[config.mk]
export PLATFORM = sky130hd
export DESIGN_NAME = timed_color_fade_cloud_dimmer_top
export DESIGN_NICKNAME = d
export VERILOG_FILES = /design/src/design/tcfcd_pkg.sv /design/src/design/tcfcd_div.sv /design/src/design/tcfcd_front.sv /design/src/design/tcfcd_back.sv /design/src/design/timed_color_fade_cloud_dimmer_top.sv
export SDC_FILE = /design/constraint.sdc
export NUM_CORES = 2
export LEC_CHECK = 0
export BUFFER_PORTS_ARGS = -buffer_cell sky130_fd_sc_hd__clkbuf_2
export CAP_MARGIN = 15
export CORE_MARGIN = 2
export CORE_UTILIZATION = 30
export CTS_CLUSTER_DIAMETER = 150
export DETAILED_ROUTE_END_ITERATION = 10
export HOLD_SLACK_MARGIN = 0.05
export PLACE_DENSITY = 0.5
export SKIP_CTS_REPAIR_TIMING = 1
export SYNTH_ARGS = -nofsm -noshare
export SYNTH_HDL_FRONTEND = slang
export SYNTH_SLANG_ARGS = --single-unit
export TNS_END_PERCENT = 50
[constraint.sdc]
create_clock -name clk -period 35.9 [get_ports clk]
set_input_delay 5.385 -clock clk [delete_from_list [all_inputs] [get_ports clk]]
set_output_delay 5.385 -clock clk [all_outputs]
set_load 0.005 [all_outputs]
[src/design/tcfcd_pkg.sv]
`timescale 1ns / 1ps
// ----------------------------------------------------------------------------
// tcfcd_pkg
// Shared types and constants of the timed color fade engine.
// ----------------------------------------------------------------------------
package tcfcd_pkg;

  localparam int NUM_COLORS_DEF = 8;
  localparam int SPS_DEF        = 50;
  localparam int HOURS          = 24;
  localparam int QDEPTH         = 2;   // front-to-back queue
  localparam int ODEPTH         = 2;   // result queue

  localparam logic [1:0]  CMD_TICK  = 2'd0;
  localparam logic [1:0]  CMD_COLOR = 2'd1;
  localparam logic [1:0]  CMD_MAP   = 2'd2;

  localparam logic [1:0]  REG_RAMP   = 2'd0;
  localparam logic [1:0]  REG_FIXED  = 2'd1;
  localparam logic [1:0]  REG_CLOUDS = 2'd2;

  localparam logic [4:0]  HOUR_NONE  = 5'd24;
  localparam logic [4:0]  HOUR_LAST  = 5'd23;
  localparam logic [6:0]  DENS_MAX   = 7'd100;
  localparam logic [16:0] DIM_ONE    = 17'h10000;
  localparam logic [11:0] RAMP_RST   = 12'd60;
  // floor(x * 65536 / 100) == (x * DIM_RECIP) >> DIM_SHIFT for x <= 100
  localparam logic [21:0] DIM_RECIP  = 22'd2684355;
  localparam int          DIM_SHIFT  = 12;

  typedef enum logic [1:0] {
    OP_TICK,
    OP_COLOR,
    OP_MAP
  } op_t;

  typedef enum logic [1:0] {
    CS_OFF   = 2'd0,
    CS_WAIT  = 2'd1,
    CS_CLOUD = 2'd2
  } cphase_t;

  typedef enum logic [3:0] {
    S_IDLE,
    S_DEC,
    S_FIX,
    S_CLOUD,
    S_DIM,
    S_GOAL,
    S_DIVGO,
    S_DIVWT,
    S_STEP
  } bstate_t;

  typedef struct packed {
    op_t         op;
    logic [4:0]  hour;
    logic [31:0] epoch;
    logic [15:0] gap;
    logic [15:0] len;
    logic [6:0]  dens;
    logic [11:0] cramp;
    logic [4:0]  idx;
    logic [7:0]  red;
    logic [7:0]  green;
    logic [7:0]  blue;
    logic [2:0]  mode;
  } item_t;

  typedef struct packed {
    logic [7:0] red;
    logic [7:0] green;
    logic [7:0] blue;
    logic [1:0] phase;
  } res_t;

  typedef struct packed {
    logic        we;
    logic [1:0]  index;
    logic [11:0] wdata;
  } cfg_t;

endpackage

[src/design/tcfcd_div.sv]
`timescale 1ns / 1ps
// ----------------------------------------------------------------------------
// tcfcd_div
// Restoring divider, one quotient bit per cycle.
// ----------------------------------------------------------------------------
module tcfcd_div import tcfcd_pkg::*; #(
  parameter int DW = 24,
  parameter int SW = 18
) (
  input  logic          clk,
  input  logic          rst_n,
  input  logic          start,
  input  logic [DW-1:0] dividend,
  input  logic [SW-1:0] divisor,
  output logic          busy,
  output logic          done,
  output logic [DW-1:0] quot,
  output logic          rem_nz
);

  localparam int CW = $clog2(DW);

  logic          busy_r;
  logic [CW-1:0] cnt_r;
  logic [DW-1:0] quo_r;
  logic [SW-1:0] rem_r;
  logic [SW-1:0] dvs_r;
  logic [SW:0]   sh;
  logic          fit;

  assign sh  = {rem_r, quo_r[DW-1]};
  assign fit = sh >= {1'b0, dvs_r};

  always_ff @(posedge clk) begin
    if (!rst_n) begin
      busy_r <= 1'b0;
      cnt_r  <= '0;
    end else if (start) begin
      busy_r <= 1'b1;
      cnt_r  <= '0;
    end else if (busy_r) begin
      cnt_r <= cnt_r + 1'b1;
      if (cnt_r == CW'(DW - 1)) busy_r <= 1'b0;
    end
  end

  always_ff @(posedge clk) begin
    if (start) begin
      quo_r <= dividend;
      rem_r <= '0;
      dvs_r <= divisor;
    end else if (busy_r) begin
      quo_r <= {quo_r[DW-2:0], fit};
      rem_r <= fit ? SW'(sh - {1'b0, dvs_r}) : sh[SW-1:0];
    end
  end

  assign busy   = busy_r;
  assign done   = busy_r && (cnt_r == CW'(DW - 1));
  assign quot   = {quo_r[DW-2:0], fit};
  assign rem_nz = fit ? (SW'(sh - {1'b0, dvs_r}) != '0) : (sh[SW-1:0] != '0);

endmodule

[src/design/tcfcd_front.sv]
`timescale 1ns / 1ps
// ----------------------------------------------------------------------------
// tcfcd_front
// Accepts input transactions, decodes and screens them, queues them.
// ----------------------------------------------------------------------------
module tcfcd_front import tcfcd_pkg::*; #(
  parameter int NUM_COLORS = NUM_COLORS_DEF
) (
  input  logic        clk,
  input  logic        rst_n,
  input  logic        in_push,
  output logic        in_full,
  input  logic [1:0]  in_command,
  input  logic [4:0]  in_hour_now,
  input  logic [31:0] in_epoch_seconds,
  input  logic [15:0] in_gap_draw,
  input  logic [15:0] in_length_draw,
  input  logic [6:0]  in_density_draw,
  input  logic [11:0] in_cloud_ramp_draw,
  input  logic [4:0]  in_entry_index,
  input  logic [7:0]  in_red_in,
  input  logic [7:0]  in_green_in,
  input  logic [7:0]  in_blue_in,
  input  logic [2:0]  in_mode_in,
  output logic        q_valid,
  output item_t       q_item,
  input  logic        q_pop
);

  localparam int PW = $clog2(QDEPTH);
  localparam int CW = $clog2(QDEPTH + 1);

  item_t         slot_r [QDEPTH];
  logic [PW-1:0] wp_r, rp_r;
  logic [CW-1:0] cnt_r;
  item_t         itm;
  logic          keep;
  logic          wr, rd;

  always_comb begin
    keep      = 1'b0;
    itm.op    = OP_TICK;
    itm.hour  = (in_hour_now > HOUR_LAST) ? '0 : in_hour_now;
    itm.epoch = in_epoch_seconds;
    itm.gap   = in_gap_draw;
    itm.len   = in_length_draw;
    itm.dens  = (in_density_draw > DENS_MAX) ? DENS_MAX : in_density_draw;
    itm.cramp = in_cloud_ramp_draw;
    itm.idx   = in_entry_index;
    itm.red   = in_red_in;
    itm.green = in_green_in;
    itm.blue  = in_blue_in;
    itm.mode  = in_mode_in;
    unique case (in_command)
      CMD_TICK: begin
        keep = 1'b1;
      end
      CMD_COLOR: begin
        itm.op = OP_COLOR;
        keep   = 32'(in_entry_index) < NUM_COLORS;
      end
      CMD_MAP: begin
        itm.op = OP_MAP;
        keep   = 32'(in_entry_index) < HOURS;
      end
      default: keep = 1'b0;  // unknown command is dropped
    endcase
  end

  assign in_full = cnt_r == CW'(QDEPTH);
  assign wr      = in_push && !in_full && keep;
  assign rd      = q_pop && q_valid;
  assign q_valid = cnt_r != '0;
  assign q_item  = slot_r[rp_r];

  always_ff @(posedge clk) begin
    if (!rst_n) begin
      wp_r  <= '0;
      rp_r  <= '0;
      cnt_r <= '0;
    end else begin
      if (wr) wp_r <= PW'(wp_r + 1'b1);
      if (rd) rp_r <= PW'(rp_r + 1'b1);
      cnt_r <= CW'(cnt_r + CW'(wr) - CW'(rd));
    end
  end

  always_ff @(posedge clk) begin
    if (wr) slot_r[wp_r] <= itm;
  end

endmodule

[src/design/tcfcd_back.sv]
`timescale 1ns / 1ps
// ----------------------------------------------------------------------------
// tcfcd_back
// Runs queued transactions: table writes, cloud machine, fade, result queue.
// ----------------------------------------------------------------------------
module tcfcd_back import tcfcd_pkg::*; #(
  parameter int NUM_COLORS       = NUM_COLORS_DEF,
  parameter int STEPS_PER_SECOND = SPS_DEF
) (
  input  logic       clk,
  input  logic       rst_n,
  input  cfg_t       cfg,
  input  logic       q_valid,
  input  item_t      q_item,
  output logic       q_pop,
  output logic       out_empty,
  input  logic       out_pop,
  output res_t       out_res
);

  localparam int CIW = $clog2(NUM_COLORS);
  localparam int SW  = 12 + $clog2(STEPS_PER_SECOND + 1);
  localparam int OPW = $clog2(ODEPTH);
  localparam int OCW = $clog2(ODEPTH + 1);

  bstate_t state_r, state_nxt;
  item_t   cur_r;

  logic [11:0] ramp_r;
  logic [3:0]  foc_r;
  logic        clouds_r;

  logic [23:0]        now_r  [3];
  logic [23:0]        goal_r [3];
  logic signed [24:0] step_r [3];
  logic [4:0]         last_hour_r;
  cphase_t            cloud_r;
  logic [31:0]        dl_r;
  logic [16:0]        dim_r;
  logic [2:0]         hmap_r [HOURS];

  logic [23:0]           cmem [NUM_COLORS];
  logic [NUM_COLORS-1:0] cvalid_r;
  logic [CIW-1:0]        rd_addr;
  logic [23:0]           rd_data_r;
  logic                  rd_ok_r;

  logic          refresh_r, cramp_sel_r, start_r, sel_ok_r;
  logic [28:0]   dprod_r;
  logic [SW-1:0] steps_r;
  logic [23:0]   color_r;
  logic [1:0]    ch_r;

  res_t           of_mem_r [ODEPTH];
  logic [OPW-1:0] of_wp_r, of_rp_r;
  logic [OCW-1:0] of_cnt_r;
  logic           of_push, of_full, of_rd;

  logic        fixed_mode;
  logic [2:0]  map_sel;
  logic        hchg, late;
  logic        c_refresh, c_cramp, c_start, c_drop;
  cphase_t     c_cs;
  logic [31:0] c_dl;

  logic [23:0] dnow, dgoal, mag;
  logic        neg, trivial;
  logic        div_start, div_busy, div_done, div_rnz;
  logic [23:0] div_q;
  logic [24:0] qc;

  logic [23:0] nxt_lvl [3];
  res_t        res;

  function automatic logic [23:0] step_lvl(input logic [23:0] now,
                                           input logic [23:0] goal,
                                           input logic signed [24:0] st);
    logic signed [26:0] dif, n, d2, se;
    logic [26:0] ad, ast, ad2;
    logic [23:0] r;
    dif = $signed({3'b0, goal}) - $signed({3'b0, now});
    ad  = (dif < 0) ? 27'(-dif) : 27'(dif);
    se  = {{2{st[24]}}, st};
    ast = (se < 0) ? 27'(-se) : 27'(se);
    n   = $signed({3'b0, now}) + se;
    d2  = $signed({3'b0, goal}) - n;
    ad2 = (d2 < 0) ? 27'(-d2) : 27'(d2);
    if (now == goal)                 r = now;
    else if (st == '0 || ast >= ad)  r = goal;
    else if (ad2 > ad)               r = goal;  // step points away
    else                             r = n[23:0];
    return r;
  endfunction

  assign fixed_mode = 32'(foc_r) < NUM_COLORS;
  assign map_sel    = hmap_r[cur_r.hour];
  assign rd_addr    = (state_r == S_DEC) ? foc_r[CIW-1:0] : CIW'(map_sel);

  // cloud machine decision for the current tick
  always_comb begin
    hchg      = cur_r.hour != last_hour_r;
    late      = dl_r < cur_r.epoch;
    c_refresh = hchg;
    c_cramp   = 1'b0;
    c_start   = 1'b0;
    c_drop    = 1'b0;
    c_cs      = cloud_r;
    c_dl      = dl_r;
    unique case (cloud_r)
      CS_OFF: begin
        if (clouds_r) begin
          c_dl = cur_r.epoch + 32'(cur_r.gap);
          c_cs = CS_WAIT;
        end
      end
      CS_WAIT: begin
        if (!clouds_r) begin
          c_drop = 1'b1;
        end else if (late) begin
          c_start   = 1'b1;
          c_refresh = 1'b1;
          c_cramp   = 1'b1;
          c_dl      = cur_r.epoch + 32'(cur_r.len);
          c_cs      = CS_CLOUD;
        end
      end
      CS_CLOUD: begin
        c_cramp = 1'b1;
        if (late || !clouds_r) c_drop = 1'b1;
      end
      default: c_drop = 1'b1;
    endcase
    if (c_drop) begin
      c_refresh = 1'b1;
      c_cramp   = 1'b0;
      c_cs      = CS_OFF;
    end
  end

  always_comb begin
    dnow    = now_r[ch_r];
    dgoal   = goal_r[ch_r];
    neg     = dnow > dgoal;
    mag     = neg ? (dnow - dgoal) : (dgoal - dnow);
    trivial = (mag == '0) || (steps_r == '0);
    qc      = {1'b0, div_q} + 25'(div_rnz);
  end

  always_comb begin
    for (int c = 0; c < 3; c++) nxt_lvl[c] = step_lvl(now_r[c], goal_r[c], step_r[c]);
  end

  tcfcd_div #(.DW(24), .SW(SW)) u_div (
    .clk      (clk),
    .rst_n    (rst_n),
    .start    (div_start),
    .dividend (mag),
    .divisor  (steps_r),
    .busy     (div_busy),
    .done     (div_done),
    .quot     (div_q),
    .rem_nz   (div_rnz)
  );

  always_ff @(posedge clk) begin
    if (!rst_n) state_r <= S_IDLE;
    else        state_r <= state_nxt;
  end

  always_comb begin
    state_nxt = state_r;
    q_pop     = 1'b0;
    div_start = 1'b0;
    of_push   = 1'b0;
    unique case (state_r)
      S_IDLE: begin
        if (q_valid && !of_full) begin
          q_pop     = 1'b1;
          state_nxt = S_DEC;
        end
      end
      S_DEC: begin
        if (cur_r.op == OP_TICK) state_nxt = fixed_mode ? S_FIX : S_CLOUD;
        else                     state_nxt = S_IDLE;
      end
      S_FIX: begin
        of_push   = 1'b1;
        state_nxt = S_IDLE;
      end
      S_CLOUD: state_nxt = S_DIM;
      S_DIM:   state_nxt = refresh_r ? S_GOAL : S_STEP;
      S_GOAL:  state_nxt = S_DIVGO;
      S_DIVGO: begin
        if (trivial) begin
          state_nxt = (ch_r == 2'd2) ? S_STEP : S_DIVGO;
        end else begin
          div_start = 1'b1;
          state_nxt = S_DIVWT;
        end
      end
      S_DIVWT: begin
        if (div_done) state_nxt = (ch_r == 2'd2) ? S_STEP : S_DIVGO;
      end
      S_STEP: begin
        of_push   = 1'b1;
        state_nxt = S_IDLE;
      end
      default: state_nxt = S_IDLE;
    endcase
  end

  // color table with registered read
  always_ff @(posedge clk) begin
    if (state_r == S_DEC && cur_r.op == OP_COLOR)
      cmem[cur_r.idx[CIW-1:0]] <= {cur_r.red, cur_r.green, cur_r.blue};
    rd_data_r <= cmem[rd_addr];
  end

  // payload registers
  always_ff @(posedge clk) begin
    if (q_pop) cur_r <= q_item;
    if (state_r == S_CLOUD) begin
      refresh_r   <= c_refresh;
      cramp_sel_r <= c_cramp;
      start_r     <= c_start;
      sel_ok_r    <= 32'(map_sel) < NUM_COLORS;
      dprod_r     <= 29'(DENS_MAX - cur_r.dens) * 29'(DIM_RECIP);
    end
    if (state_r == S_DIM) begin
      color_r <= (rd_ok_r && sel_ok_r) ? rd_data_r : '0;
      steps_r <= SW'(cramp_sel_r ? cur_r.cramp : ramp_r) * SW'(STEPS_PER_SECOND);
    end
    if (state_r == S_GOAL) ch_r <= '0;
    else if ((state_r == S_DIVGO && trivial) || (state_r == S_DIVWT && div_done))
      ch_r <= 2'(ch_r + 1'b1);
  end

  // architectural state
  always_ff @(posedge clk) begin
    if (!rst_n) begin
      for (int c = 0; c < 3; c++) begin
        now_r[c]  <= '0;
        goal_r[c] <= '0;
        step_r[c] <= '0;
      end
      for (int h = 0; h < HOURS; h++) hmap_r[h] <= '0;
      cvalid_r    <= '0;
      rd_ok_r     <= 1'b0;
      last_hour_r <= HOUR_NONE;
      cloud_r     <= CS_OFF;
      dl_r        <= '0;
      dim_r       <= DIM_ONE;
      ramp_r      <= RAMP_RST;
      foc_r       <= 4'(NUM_COLORS_DEF);
      clouds_r    <= 1'b0;
    end else begin
      rd_ok_r <= cvalid_r[rd_addr];
      if (state_r == S_DEC && cur_r.op == OP_COLOR) cvalid_r[cur_r.idx[CIW-1:0]] <= 1'b1;
      if (state_r == S_DEC && cur_r.op == OP_MAP)   hmap_r[cur_r.idx] <= cur_r.mode;
      if (state_r == S_FIX) begin
        for (int c = 0; c < 3; c++) begin
          now_r[c]  <= rd_ok_r ? {rd_data_r[23-8*c -: 8], 16'h0} : '0;
          goal_r[c] <= rd_ok_r ? {rd_data_r[23-8*c -: 8], 16'h0} : '0;
          step_r[c] <= '0;
        end
      end
      if (state_r == S_CLOUD) begin
        last_hour_r <= cur_r.hour;
        cloud_r     <= c_cs;
        dl_r        <= c_dl;
        if (c_drop) dim_r <= DIM_ONE;
      end
      if (state_r == S_DIM && start_r) dim_r <= dprod_r[DIM_SHIFT +: 17];
      if (state_r == S_GOAL) begin
        for (int c = 0; c < 3; c++)
          goal_r[c] <= 24'(color_r[23-8*c -: 8] * dim_r);
      end
      if (state_r == S_DIVGO && trivial) step_r[ch_r] <= '0;
      if (state_r == S_DIVWT && div_done)
        step_r[ch_r] <= neg ? -$signed(qc) : $signed(qc);
      if (state_r == S_STEP) begin
        for (int c = 0; c < 3; c++) now_r[c] <= nxt_lvl[c];
      end
      // register writes take priority and force a refresh
      if (cfg.we && cfg.index != 2'd3) begin
        unique case (cfg.index)
          REG_RAMP:   ramp_r   <= cfg.wdata;
          REG_FIXED:  foc_r    <= cfg.wdata[3:0];
          REG_CLOUDS: clouds_r <= cfg.wdata[0];
          default:    ramp_r   <= ramp_r;
        endcase
        last_hour_r <= HOUR_NONE;
        dim_r       <= DIM_ONE;
        cloud_r     <= CS_OFF;
      end
    end
  end

  // result queue
  always_comb begin
    res.phase = cloud_r;
    if (state_r == S_FIX) begin
      res.red   = rd_ok_r ? rd_data_r[23:16] : '0;
      res.green = rd_ok_r ? rd_data_r[15:8]  : '0;
      res.blue  = rd_ok_r ? rd_data_r[7:0]   : '0;
    end else begin
      res.red   = nxt_lvl[0][23:16];
      res.green = nxt_lvl[1][23:16];
      res.blue  = nxt_lvl[2][23:16];
    end
  end

  assign of_full   = of_cnt_r == OCW'(ODEPTH);
  assign out_empty = of_cnt_r == '0;
  assign of_rd     = out_pop && !out_empty;
  assign out_res   = of_mem_r[of_rp_r];

  always_ff @(posedge clk) begin
    if (!rst_n) begin
      of_wp_r  <= '0;
      of_rp_r  <= '0;
      of_cnt_r <= '0;
    end else begin
      if (of_push) of_wp_r <= OPW'(of_wp_r + 1'b1);
      if (of_rd)   of_rp_r <= OPW'(of_rp_r + 1'b1);
      of_cnt_r <= OCW'(of_cnt_r + OCW'(of_push) - OCW'(of_rd));
    end
  end

  always_ff @(posedge clk) begin
    if (of_push) of_mem_r[of_wp_r] <= res;
  end

`ifndef SYNTH
  a_of_bound: assert property (@(posedge clk) disable iff (!rst_n)
    of_cnt_r <= OCW'(ODEPTH)) else $error("result queue overflow");

  a_div_wait: assert property (@(posedge clk) disable iff (!rst_n)
    state_r == S_DIVWT |-> div_busy) else $error("waiting on idle divider");

  a_cfg_off: assert property (@(posedge clk) disable iff (!rst_n)
    cfg.we && (cfg.index == REG_RAMP || cfg.index == REG_FIXED ||
               cfg.index == REG_CLOUDS) |=> cloud_r == CS_OFF && dim_r == DIM_ONE)
    else $error("register write did not reset cloud machine");
`endif

endmodule

[src/design/timed_color_fade_cloud_dimmer_top.sv]
`timescale 1ns / 1ps
// ----------------------------------------------------------------------------
// timed_color_fade_cloud_dimmer_top
// RGB fade engine with hourly color cycling and random cloud dimming.
// ----------------------------------------------------------------------------
// Push one transaction per 20 ms tick (command 0) and get one result back with
// the integer red, green and blue levels and the cloud phase; color table and
// hour map writes (commands 1 and 2) give no result, and command 3 or a write
// with an out-of-range index is dropped at the front. The front screens items
// into a two-entry queue, so full only rises when the back falls behind. The
// back handles one transaction at a time: a table write passes only through
// decode, a fixed-color tick through decode and fixed output, a cycle-mode
// tick through decode, cloud, dim and step, and a goal-setting tick also
// through the goal state and the shared 24-bit serial divider, which computes
// the three per-channel fade steps in turn. Results wait in a two-entry output
// queue. Register writes go through the cfg port, to be made only while the
// block is idle (not enforced by the block); each one returns the cloud machine
// to off, restores full brightness and forces a goal refresh on the next tick.
// ----------------------------------------------------------------------------
module timed_color_fade_cloud_dimmer_top import tcfcd_pkg::*; #(
  parameter int NUM_COLORS       = NUM_COLORS_DEF,
  parameter int STEPS_PER_SECOND = SPS_DEF
) (
  input  logic        clk,
  input  logic        rst_n,
  input  logic        cfg_we,
  input  logic [1:0]  cfg_index,
  input  logic [11:0] cfg_wdata,
  input  logic        in_push,
  output logic        in_full,
  input  logic [1:0]  in_command,
  input  logic [4:0]  in_hour_now,
  input  logic [31:0] in_epoch_seconds,
  input  logic [15:0] in_gap_draw,
  input  logic [15:0] in_length_draw,
  input  logic [6:0]  in_density_draw,
  input  logic [11:0] in_cloud_ramp_draw,
  input  logic [4:0]  in_entry_index,
  input  logic [7:0]  in_red_in,
  input  logic [7:0]  in_green_in,
  input  logic [7:0]  in_blue_in,
  input  logic [2:0]  in_mode_in,
  output logic        out_empty,
  input  logic        out_pop,
  output logic [7:0]  out_red_out,
  output logic [7:0]  out_green_out,
  output logic [7:0]  out_blue_out,
  output logic [1:0]  out_cloud_phase
);

  logic  q_valid, q_pop;
  item_t q_item;
  cfg_t  cfg;
  res_t  res;

  assign cfg = '{we: cfg_we, index: cfg_index, wdata: cfg_wdata};

  tcfcd_front #(.NUM_COLORS(NUM_COLORS)) u_front (
    .clk                (clk),
    .rst_n              (rst_n),
    .in_push            (in_push),
    .in_full            (in_full),
    .in_command         (in_command),
    .in_hour_now        (in_hour_now),
    .in_epoch_seconds   (in_epoch_seconds),
    .in_gap_draw        (in_gap_draw),
    .in_length_draw     (in_length_draw),
    .in_density_draw    (in_density_draw),
    .in_cloud_ramp_draw (in_cloud_ramp_draw),
    .in_entry_index     (in_entry_index),
    .in_red_in          (in_red_in),
    .in_green_in        (in_green_in),
    .in_blue_in         (in_blue_in),
    .in_mode_in         (in_mode_in),
    .q_valid            (q_valid),
    .q_item             (q_item),
    .q_pop              (q_pop)
  );

  tcfcd_back #(
    .NUM_COLORS       (NUM_COLORS),
    .STEPS_PER_SECOND (STEPS_PER_SECOND)
  ) u_back (
    .clk       (clk),
    .rst_n     (rst_n),
    .cfg       (cfg),
    .q_valid   (q_valid),
    .q_item    (q_item),
    .q_pop     (q_pop),
    .out_empty (out_empty),
    .out_pop   (out_pop),
    .out_res   (res)
  );

  assign out_red_out     = res.red;
  assign out_green_out   = res.green;
  assign out_blue_out    = res.blue;
  assign out_cloud_phase = res.phase;

endmodule

==> impl_metrics.yaml <==
final_layout:
  fillers: 29423
  multi_input_area_sq_mm: 0.0501
  nets: 9786
  stdcell_count: 12519
  drive_gt1_share_pct: 10.6
  post-route-util_pct: 33.7
  seqCellArea_sq_mm: 0.0338
  syn2layout_area_growth_pct: 11.8
setup_path:
  crit_slowest_cell: "nor4bb_1"
  slowest_delay_ps: 920
  end_kind: "flop"
  cp_max_fo: 28
  startpoint_type: "flop"
  crit_type: "flop to flop"
  required_ps: 36490
  cp.arrival_ps: 10500
synth:
  yosysWarnings: 0
  synthAdderAreaFrac_pct: 19.5
  syn_area_sq_mm: 0.0877
  yosysTopAreaCellShare_pct: 35.2
  ys_dominant_reg_cell: "edfxtp_1"
  yosys.area.top_type: "edfxtp_1"
  yosys-mux-area-fraction_pct: 6.62
  synth.most_common_cell: "edfxtp_1"
  synth_edf_count: 1027
  synth_compound_area_share_pct: 11.6
  synth_top_family_by_area: "adder cells"
  ys_ff_latch: 1174
  syn_avg_cell_area_sq_um: 10.5
  synth_area_leaders: "edfxtp_1, ha_1, fa_1, xnor2_1, inv_1"
  async_flop_share_pct: 0
  synth_commonest_cells: "edfxtp_1, ha_1, inv_1, nand2_1, nor2_1"
  synthXorXnorAreaFrac_pct: 6.04
  synthDistinctLibCells: 111
  ys_seq_area_share_pct: 38.5
  synthSimpleGateAreaFrac_pct: 13.2
  synth_cells: 8349
clock_tree:
  clock-sinks: 1174
  clk_latency_ps: 810
  htree_levels: 4
  max-clock-path-buffers: 3
  root_buffer: "clkbuf_16"
  clk_pin_slew_ps: 70
  cts_made_buffers: 139
  cts_tree: "done"
timing:
  relSlewSlack_pct: 19.6
  fin_crit_sh_pct: 27.6
  finalSetupViolations: 0
  period_needed_ps: 9920
  clock.fmax_mhz: 101
  setup_tns_ps: 0
  finalHoldViolCount: 0
  skew_ps: 60.0
  rsz0062_at_grt: "false"
  final.setup.worst_slack_ps: 25980
  final_max_slew_viol_count: 0
  worst_slew_pin_slew_ps: 1200
floorplan:
  die-height_microns: 545
  row_count: 198
  core_area_sq_mm: 0.291
  start_util_pct: 30.2
  die_width_microns: 545
  die-area_sq_mm: 0.297
  boundaryPins: 169
drt:
  ant_nets: 0
  drc_errors: 0
  post_drt_wl_per_cell_microns: 20.6
  avgViaCountPerCell: 5.00
  vias: 62561
  drt_iter0_drc: 4263
  totalWireLength_microns: 258000
  drtPass1Iterations: 6
global_routing:
  grt_remaining_overflow: 0
  grt_usage_pct: 17.2
  grt_pass1_vias: 62993
  grt_max_degree: 93
  grt_pass1_wl_microns: 389000
  antenna_found_initial: 9
hold_path:
  hp-class: "flop to flop"
power_and_ir_drop:
  power_density_mw_per_mm2: 96.6
  irDropWorstVdd_mv: 0.272
  p_leak_nw: 39.5
placement:
  place_ws_ps: 26080
  hpwl_microns: 200000
  gp_congestion: 0.923
  placed_cells: 12259
  portBuffers: 168
job:
  cap_violations: 0
run_status:
  outcome: "completed"
-- final timing paths --
kind,endpoint,depth (start not counted),startpoint,slack [ps]
worst max register to register,u_back.of_mem_r[1][17],37,u_back.step_r[1][1],25980
worst max-delay path,u_back.of_mem_r[1][17],37,u_back.step_r[1][1],25980
worst min register to register,u_back.dim_r[7],1,u_back.dprod_r[19],440
worst min-delay path,u_back.dim_r[7],1,u_back.dprod_r[19],440
-- report_power, final --
group | internal, mW | total (mW) | switching [mW] | leakage, nW
Clock | 0.845 | 1.45 | 0.605 | 2.29
Sequential | 1.99 | 2.13 | 0.143 | 11.0
Combinational | 2.71 | 5.90 | 3.18 | 26.3
Total | 5.54 | 9.48 | 3.93 | 39.5
-- area by class of cell --
| cell class | count | share of cell area (%) |
|---|---|---|
| repair buffers | 262 | 1.58 |
| flip-flops and latches | 1174 | 34.4 |
| well taps | 3900 | 4.97 |
| diodes | 4 | 0.0102 |
| inverters | 792 | 3.03 |
| clock inverters | 74 | 1.01 |
| clock buffers | 181 | 3.82 |
| multi-input cells | 6132 | 51.1 |
-- through the flow --
step,power [mW],instance area (sq um),hold WS [ps]
6_report,9.48,98100,444
5_1_grt,10.5,98100,462
4_1_cts,9.64,98100,449
3_5_place_dp,8.13,93300,437
3_3_place_gp,8.04,93300,438
2_1_floorplan,6.84,87800,427
-- worst max-delay path: cells and delay by family, from the launching register on --
family | cells | cell delay, ps
compound gates | 24 | 5300
xor+xnor | 1 | 230
fa+ha+maj | 5 | 1780
flops | 1 | 450
mux | 1 | 430
simple gates | 6 | 1480
-- logic make-up after synthesis --
family                   after synthesis
flip-flops                          1174
buffers and inverters               1065
multiplexers                         452
adder cells (fa/ha/maj)             1155
XOR/XNOR                             602
other                                  2
AO/OA/AOI/OAI                       1559
AND/OR/NAND/NOR                     2340
-- state kept, by name, indices dropped and copies added (netlist names), 8 cells and up, named ones only --
register            count
u_back.u_div.rem_r     18
u_back.rd_data_r       24
u_back.now_r           72
u_back.u_div.quo_r     24
u_back.cmem           192
u_back.dprod_r         17
u_back.step_r          75
u_back.cvalid_r         8
u_back.of_mem_r        52
u_front.slot_r        244
u_back.cur_r          122
u_back.ramp_r          12
u_back.goal_r          72
u_back.hmap_r          96
u_back.steps_r         17
u_back.dim_r           17
u_back.dl_r            32
u_back.u_div.dvs_r     17
u_back.color_r         24
-- routing by layer --
layer	share of wire, %	up-vias	GRT usage (%)
met5	0.015	-	0
met2	47	1521	28.8
li1	-	29893	-
met1	45	30788	22.7
met3	4.6	353	2.24
met4	3.4	6	5.64
-- layout by cell type, fill, tap and decap left out, types with 28 or more instances in the layout --
cell type,count
xnor2_1,390
a21oi_1,407
fa_1,354
or2_2,62
ha_1,790
buf_4,93
o21ai_0,347
inv_1,788
nand3_1,109
o31ai_1,49
nand2_1,632
o21a_1,134
mux2_2,211
nor3_1,146
o21bai_1,54
a31oi_1,48
a211oi_1,32
and3_1,44
nor2b_1,111
mux4_2,80
xor2_1,210
a21o_1,185
nand2b_1,83
nand4_1,95
clkbuf_2,169
mux2i_1,150
clkbuf_16,139
or3_1,42
clkbuf_1,28
nor2_1,536
or4_1,30
edfxtp_1,1027
nor4_1,38
and2_1,318
dfxtp_1,143
(Power assumes the default switching activity.)
